[config.mk]
export PLATFORM = sky130hd
export DESIGN_NAME = periodic_alarm_table_unit
export DESIGN_NICKNAME = d
export VERILOG_FILES = /design/src/sv/pat_pkg.sv /design/src/sv/pat_residue_unit.sv /design/src/sv/periodic_alarm_table_unit.sv
export SDC_FILE = /design/constraint.sdc
export NUM_CORES = 1
export LEC_CHECK = 0
export BUFFER_PORTS_ARGS = -buffer_cell sky130_fd_sc_hd__buf_2
export CORE_UTILIZATION = 68
export DETAILED_ROUTE_END_ITERATION = 7
export PLACE_DENSITY_LB_ADDON = 0.05
export SLEW_MARGIN = 20
export SYNTH_ARGS = -nofsm -noshare
export SYNTH_HDL_FRONTEND = slang
export SYNTH_SLANG_ARGS = --single-unit
[constraint.sdc]
create_clock -name clk -period 11.5 [get_ports clk]
set_input_delay 0.575 -clock clk [delete_from_list [all_inputs] [get_ports clk]]
set_output_delay 0.575 -clock clk [all_outputs]
set_load 0.01 [all_outputs]
[src/sv/pat_pkg.sv]
// package with word types, codes and state encoding for the periodic alarm table
`timescale 1ns / 1ps
package pat_pkg;

  localparam logic [1:0] REQ_REG   = 2'd0;
  localparam logic [1:0] REQ_UNREG = 2'd1;
  localparam logic [1:0] REQ_TICK  = 2'd2;
  localparam logic [1:0] REQ_NONE  = 2'd3;

  localparam logic [1:0] KIND_REG   = 2'd0;
  localparam logic [1:0] KIND_UNREG = 2'd1;
  localparam logic [1:0] KIND_FIRE  = 2'd2;
  localparam logic [1:0] KIND_DONE  = 2'd3;

  localparam int ADDR_W = 8;

  typedef struct packed {
    logic [1:0]  req_type;
    logic [31:0] alarm_period;
    logic [3:0]  alarm_id;
  } req_word_t;

  typedef struct packed {
    logic [1:0] result_kind;
    logic [3:0] result_id;
    logic       ok;
    logic       last;
  } rsp_word_t;

  typedef struct packed {
    logic              wr_en;
    logic [ADDR_W-1:0] addr;
    logic [31:0]       period;
    logic [31:0]       residue;
  } mem_req_t;

  typedef enum logic [4:0] {
    S_IDLE = 5'b00001,
    S_SRCH = 5'b00010,
    S_RD   = 5'b00100,
    S_CHK  = 5'b01000,
    S_DONE = 5'b10000
  } state_t;

endpackage

[src/sv/pat_residue_unit.sv]
// period and residue store with the shared residue increment and wrap compare
`timescale 1ns / 1ps
module pat_residue_unit
  import pat_pkg::*;
#(
  parameter int ALARM_SLOTS = 16
) (
  input  logic        clk,
  input  mem_req_t    req,
  output logic [31:0] rd_period,
  output logic [31:0] rd_residue,
  output logic [31:0] residue_next,
  output logic        residue_zero
);

  localparam int SW = $clog2(ALARM_SLOTS);

  logic [31:0] period_mem  [ALARM_SLOTS];
  logic [31:0] residue_mem [ALARM_SLOTS];
  logic [SW-1:0] a;
  logic [31:0]   r1;

  assign a = req.addr[SW-1:0];

  always_ff @(posedge clk) begin
    if (req.wr_en) begin
      period_mem[a]  <= req.period;
      residue_mem[a] <= req.residue;
    end
    rd_period  <= period_mem[a];
    rd_residue <= residue_mem[a];
  end

  assign r1           = rd_residue + 32'd1;
  assign residue_next = (r1 == rd_period) ? 32'd0 : r1;
  assign residue_zero = (rd_residue == 32'd0);

endmodule

[src/sv/periodic_alarm_table_unit.sv]
// periodic alarm table top level: request sequencer, slot flags and result register
`timescale 1ns / 1ps
// Every slot keeps its period and its tick count modulo the period, so a tick needs
// only an increment and compare per slot. One request is handled at a time. A
// register request searches from the rolling pointer for a free slot, one slot a
// cycle; an unregister is answered straight from idle; a tick does a memory read
// and a check for each slot through the one residue unit, then the tick-done word.
// A stalled result word holds the sequencer.
module periodic_alarm_table_unit
  import pat_pkg::*;
#(
  parameter int ALARM_SLOTS = 16
) (
  input  logic      clk,
  input  logic      rst,
  input  logic      req_valid,
  output logic      req_stall,
  input  req_word_t req,
  output logic      rsp_valid,
  input  logic      rsp_stall,
  output rsp_word_t rsp
);

  localparam int SW = $clog2(ALARM_SLOTS);
  localparam int LW = $clog2(ALARM_SLOTS + 1);
  localparam logic [SW-1:0] LAST_SLOT = SW'(ALARM_SLOTS - 1);
  localparam logic [LW-1:0] FULL_CNT  = LW'(ALARM_SLOTS - 1);

  state_t                 state;
  logic [SW-1:0]          slot;
  logic [SW-1:0]          ptr;
  logic [LW-1:0]          live;
  logic [ALARM_SLOTS-1:0] used;
  logic [ALARM_SLOTS-1:0] on;
  logic [ALARM_SLOTS-1:0] pend;
  logic [ALARM_SLOTS-1:0] fresh;
  logic [31:0]            period_q;

  mem_req_t    mreq;
  logic [31:0] rd_period;
  logic [31:0] rd_residue;
  logic [31:0] residue_next;
  logic        residue_zero;

  logic          out_free;
  logic          acc;
  logic          fire;
  logic          id_ok;
  logic          reg_refuse;
  logic          rsp_load;
  logic [SW-1:0] idx;
  logic [SW-1:0] slot_inc;

  assign out_free   = !rsp_valid || !rsp_stall;
  assign req_stall  = !((state == S_IDLE) && out_free);
  assign acc        = req_valid && !req_stall;
  assign idx        = SW'(req.alarm_id);
  assign id_ok      = (32'(req.alarm_id) < 32'(ALARM_SLOTS)) && used[idx];
  assign slot_inc   = (slot == LAST_SLOT) ? '0 : slot + SW'(1);
  assign fire       = used[slot] && on[slot] && !fresh[slot] && residue_zero;
  assign reg_refuse = (req.alarm_period == 32'd0) || (live >= FULL_CNT);
  assign rsp_load   = (acc && ((req.req_type == REQ_UNREG) ||
                               ((req.req_type == REQ_REG) && reg_refuse)))
                   || ((state == S_SRCH) && !used[slot] && out_free)
                   || ((state == S_CHK) && fire && out_free)
                   || ((state == S_DONE) && out_free);

  always_comb begin
    mreq.addr    = ADDR_W'(slot);
    mreq.wr_en   = 1'b0;
    mreq.period  = rd_period;
    mreq.residue = residue_next;
    if (state == S_SRCH) begin
      mreq.period  = period_q;
      mreq.residue = 32'd0;
      mreq.wr_en   = !used[slot] && out_free;
    end else if (state == S_CHK) begin
      mreq.wr_en = used[slot] && (!fire || out_free);
    end
  end

  pat_residue_unit #(
    .ALARM_SLOTS(ALARM_SLOTS)
  ) u_residue (
    .clk         (clk),
    .req         (mreq),
    .rd_period   (rd_period),
    .rd_residue  (rd_residue),
    .residue_next(residue_next),
    .residue_zero(residue_zero)
  );

  always_ff @(posedge clk) begin
    if (rst) begin
      state     <= S_IDLE;
      slot      <= '0;
      ptr       <= '0;
      live      <= '0;
      used      <= '0;
      on        <= '0;
      pend      <= '0;
      fresh     <= '0;
      rsp_valid <= 1'b0;
    end else begin
      if (rsp_load) begin
        rsp_valid <= 1'b1;
      end else if (!rsp_stall) begin
        rsp_valid <= 1'b0;
      end
      case (state)
        S_IDLE: begin
          if (acc) begin
            case (req.req_type)
              REQ_REG: begin
                if (reg_refuse) begin
                  rsp <= '{KIND_REG, 4'd0, 1'b0, 1'b1};
                end else begin
                  period_q <= req.alarm_period;
                  slot     <= ptr;
                  state    <= S_SRCH;
                end
              end
              REQ_UNREG: begin
                if (id_ok) begin
                  on[idx]   <= 1'b0;
                  pend[idx] <= 1'b1;
                  rsp       <= '{KIND_UNREG, req.alarm_id, 1'b1, 1'b1};
                end else begin
                  rsp <= '{KIND_UNREG, 4'd0, 1'b0, 1'b1};
                end
              end
              REQ_TICK: begin
                slot  <= '0;
                state <= S_RD;
              end
              default: begin
              end
            endcase
          end
        end
        S_SRCH: begin
          if (used[slot]) begin
            slot <= slot_inc;
          end else if (out_free) begin
            used[slot]  <= 1'b1;
            on[slot]    <= 1'b1;
            pend[slot]  <= 1'b0;
            fresh[slot] <= 1'b1;
            live        <= live + LW'(1);
            ptr         <= slot_inc;
            rsp         <= '{KIND_REG, 4'(slot), 1'b1, 1'b1};
            state       <= S_IDLE;
          end
        end
        S_RD: begin
          state <= S_CHK;
        end
        S_CHK: begin
          if (!fire || out_free) begin
            if (fire) begin
              rsp <= '{KIND_FIRE, 4'(slot), 1'b1, 1'b0};
            end
            fresh[slot] <= 1'b0;
            if (pend[slot]) begin
              pend[slot] <= 1'b0;
              on[slot]   <= 1'b0;
              used[slot] <= 1'b0;
              live       <= live - LW'(1);
            end
            if (slot == LAST_SLOT) begin
              state <= S_DONE;
            end else begin
              slot  <= slot + SW'(1);
              state <= S_RD;
            end
          end
        end
        S_DONE: begin
          if (out_free) begin
            rsp   <= '{KIND_DONE, 4'd0, 1'b1, 1'b1};
            state <= S_IDLE;
          end
        end
        default: begin
          state <= S_IDLE;
        end
      endcase
    end
  end

`ifndef ASSERT_OFF
  a_live_bound: assert property (@(posedge clk) disable iff (rst) live <= FULL_CNT)
    else $error("live count above table limit");
  a_pend_used: assert property (@(posedge clk) disable iff (rst) (pend & ~used) == '0)
    else $error("pending free on unused slot");
  a_busy_stall: assert property (@(posedge clk) disable iff (rst)
    state != S_IDLE |-> req_stall)
    else $error("request taken while busy");
  a_on_used: assert property (@(posedge clk) disable iff (rst) (on & ~used) == '0)
    else $error("slot on but not used");
`endif

endmodule
==> results_tabular.tex <==
\begin{tabular}{lr}
\hline
Metric & Value \\
\hline
\multicolumn{2}{l}{\textbf{Timing}} \\
FMAX & 0.193 GHz \\
Slew Viols, Final & 0 \\
Worst-case clock skew & 36.4 ps \\
Share of the cycle needed by the critical path after routing & 0.452 \\
Crit path setup slack, layout & 6310 ps \\
Sum of negative setup slack & 0 ps \\
Min Tclk post-route & 5190 ps \\
Slew at the pin closest to its max-slew limit & 1120 ps \\
Number of hold violations in the final report & 0 \\
RSZ-0062 raised after global routing & false \\
Number of setup violations in the final report & 0 \\
Slew Limit Headroom & 0.253 \\
\multicolumn{2}{l}{\textbf{Placed design}} \\
Buffers on Ports & 51 \\
Total half-perimeter wirelength after legalization and detailed placement & 61.4 mm \\
Pre-CTS setup slack & 6380 ps \\
Standard cell area after detailed placement & 49300 um\^{}2 \\
Final weighted congestion of routability-driven global placement & 0.938 \\
\multicolumn{2}{l}{\textbf{Yosys}} \\
Post-synthesis register bit count & 1211 \\
Cell area after synthesis & 48000 um\^{}2 \\
Number of instances in the synthesized netlist & 2518 \\
Top cells by count, synth & sky130\_fd\_sc\_hd\_\_edfxtp\_1 (1064), sky130\_fd\_sc\_hd\_\_mux4\_2 (341), sky130\_fd\_sc\_hd\_\_nand2\_1 (171) \\
Seq/Total Area, Yosys & 0.727 \\
Fraction of registers with async set or reset after synthesis & 0 \\
Most instantiated flip-flop cell in the synthesis netlist & sky130\_fd\_sc\_hd\_\_edfxtp\_1 \\
Post-synthesis average cell area & 19.1 um\^{}2 \\
Most common cell in the netlist & sky130\_fd\_sc\_hd\_\_edfxtp\_1 \\
Cell taking the most area after synthesis & sky130\_fd\_sc\_hd\_\_edfxtp\_1 \\
Syn Nets & 2570 \\
Area share of the leading cell type in the synthesized netlist & 0.665 \\
Number of enable-type register cells in the synthesized netlist & 1064 \\
Ranking of synthesized cells by area & sky130\_fd\_sc\_hd\_\_edfxtp\_1 (67\%), sky130\_fd\_sc\_hd\_\_mux4\_2 (16\%), sky130\_fd\_sc\_hd\_\_dfxtp\_1 (6.1\%) \\
Yosys cell types & 74 \\
Number of synthesis warnings & 0 \\
\multicolumn{2}{l}{\textbf{Critical path}} \\
FF-to-FF path depth & 7 \\
Type of origin of the critical path & register \\
Critical path data required time & 11800 ps \\
Category of the most critical setup path & reg2reg \\
Sort of element at the end of the critical path & register \\
Crit Path Max Fanout & 68 \\
Cells along the critical path & mux4\_2 -> a22oi\_1 -> and3\_1 -> o21ai\_4 -> buf\_16 -> nor2\_4 -> buf\_4 \\
Highest-delay cell along the critical path & sky130\_fd\_sc\_hd\_\_dfxtp\_4 \\
Arrival time reported for the critical path endpoint & 5490 ps \\
Maximum cell stage delay along the critical path & 1030 ps \\
\multicolumn{2}{l}{\textbf{Drt}} \\
Final wirelength & 110 mm \\
Per-cell via count in the routed design & 6.91 \\
Iter 0 DRT Violations & 2924 \\
Average wire per standard cell & 30.5 um \\
DRC errors left & 2 \\
Vias & 24.9k \\
First-pass DRT Iterations & 8 \\
Routed Antenna Nets & 0 \\
\multicolumn{2}{l}{\textbf{Floorplan}} \\
Die Span X & 268 um \\
Starting utilization of the core area & 0.687 \\
\# rows & 97 \\
Die H & 268 um \\
Num ports & 52 \\
Die area & 71700 um\^{}2 \\
Core region area & 69900 um\^{}2 \\
\multicolumn{2}{l}{\textbf{Global routing}} \\
Initial antenna violation count & 2 \\
First-pass GRT wire length & 163 mm \\
Maximum number of pins on one net before global-route repair & 147 \\
Total congestion overflow & 0 \\
Via count of the first global-routing pass & 25.0k \\
Total routing resource utilization after global routing & 0.318 \\
\multicolumn{2}{l}{\textbf{Finish}} \\
N\_diodes & 0 \\
Post-synthesis to final-layout area growth & 10.5\% \\
Final core area utilization & 0.759 \\
Summed area of non-filler cells in the final layout & 53100 um\^{}2 \\
Number of nets at the end of the flow & 2612 \\
Share of layout cells above drive strength 1 & 0.251 \\
Layout fillers & 3784 \\
\multicolumn{2}{l}{\textbf{Clocking}} \\
Clock-pin slew on the worst setup and hold paths & 60 ps \\
Clock sinks & 1211 \\
Root buf cell & sky130\_fd\_sc\_hd\_\_clkbuf\_16 \\
Clock latency at the later pin of the worst-skew pair & 690 ps \\
Number of buffers inserted by post-CTS setup repair & 0 \\
Maximum level of the CTS H-tree & 3 \\
TritonCTS clock tree & done \\
Max Buffers Root-to-Sink & 3 \\
Number of buffers created by CTS & 113 \\
Resized cells post-CTS & 0 \\
Number of buffers inserted for hold repair after clock tree synthesis & 0 \\
\multicolumn{2}{l}{\textbf{Pwr}} \\
IR drop worst, VDD & 180 uV \\
Power density relative to cell area & 218 nW/um\^{}2 \\
Leakage power total & 16.3 nW \\
\multicolumn{2}{l}{\textbf{Job}} \\
Number of maximum-capacitance constraint violations & 0 \\
\multicolumn{2}{l}{\textbf{Min path}} \\
Path category of the worst min-delay check & in2reg \\
Count of cells along the worst hold path & 1 \\
\multicolumn{2}{l}{\textbf{Outcome}} \\
Outcome & complete, but fails checks \\
Violations in the final reports & design-rule violations \\
\hline
\end{tabular}
==> critical path, delay by kind of cell, from the launching register on <==
kind	cells	cell delay (ps)
compound gates	2	660
flops	1	1030
simple gates	2	1590
mux	1	420
buf+inv	2	1020
==> routing by layer <==
layer	GRT usage	vias up	share of wire
li1	-	10326	-
met1	0.460	12958	0.40
met2	0.508	1362	0.50
met3	0.0547	225	0.081
met4	0.0962	6	0.028
met5	0	-	0.00034
==> cells by family after synthesis <==
logic type	count (synthesis)	synth area share
flip-flops	1211	0.727
AND/OR/NAND/NOR	487	0.0521
multiplexers	353	0.162
AO/OA/AOI/OAI	212	0.0291
buffers and inverters	184	0.0155
XOR/XNOR	61	0.0114
adder cells (fa/ha/maj)	10	0.00276
==> worst paths after layout <==
path | from | endpoint | slack (ps)
worst min-delay path | req[35] | period_q[31] | 80
worst max-delay path | slot[1] | u_residue.period_mem[4][15] | 6310
worst min register to register | pend[10] | pend[10] | 480
worst max register to register | slot[1] | u_residue.period_mem[4][15] | 6310
==> flip-flops by register name (all words and copies together), names as in the netlist, named ones only <==
signal / count
live: 5
pend: 16
rsp_valid: 1
period_q: 32
rsp: 8
u_residue.period_mem: 512
on: 16
u_residue.residue_mem: 512
u_residue.rd_residue: 32
state: 5
u_residue.rd_period: 32
ptr: 4
slot: 4
==> cells in the final DEF, fill, tap and decap left out, drive strengths merged, types with 4 or more instances in the layout <==
| cell type | n |
|---|---|
| nor2b | 22 |
| o21ai | 44 |
| a311oi | 18 |
| a2111oi | 5 |
| bufinv | 8 |
| xnor2 | 38 |
| buf | 94 |
| and2 | 19 |
| a21oi | 61 |
| and3 | 9 |
| and4 | 4 |
| nor3 | 31 |
| nand2 | 171 |
| nor2 | 97 |
| nand4 | 22 |
| mux4 | 341 |
| nand3b | 5 |
| a22oi | 10 |
| or4 | 7 |
| edfxtp | 1064 |
| inv | 19 |
| nor3b | 7 |
| mux2i | 12 |
| dfxtp | 147 |
| clkbuf | 174 |
| o2111ai | 8 |
| clkinv | 29 |
| nand3 | 35 |
| xor2 | 22 |
| a31oi | 16 |
| nand2b | 19 |
| a211oi | 22 |
| nor4 | 27 |
| ha | 9 |
==> layout make-up <==
cell class                      count  area [um^2]  share of cell area
Clock buffer                      174         3270              0.0616
Clock inverter                     42          499             0.00941
Inverter                           17         63.8             0.00120
Multi-Input combinational cell   1123        12500               0.236
Sequential cell                  1211        34900               0.658
Tap cell                          940         1180              0.0222
Timing Repair Buffer               94          623              0.0117
==> through the flow <==
step | total power [mW] | hold WS, ps | std cells
5_1_grt | 11.9 | 47.7 | 3601
3_3_place_gp | 7.83 | 440 | 3384
3_5_place_dp | 7.92 | 471 | 3385
2_1_floorplan | 7.17 | 432 | 2518
4_1_cts | 11.6 | 46.7 | 3601
6_report | 11.6 | 80.4 | 3601
==> power by group <==
part	leakage (nW)	switching (mW)	internal (mW)
logic	3.68	1.28	0.795
clock network	1.83	1.58	2.15
registers	10.8	0.321	5.46
total	16.3	3.19	8.40
(Power assumes the default switching activity.)
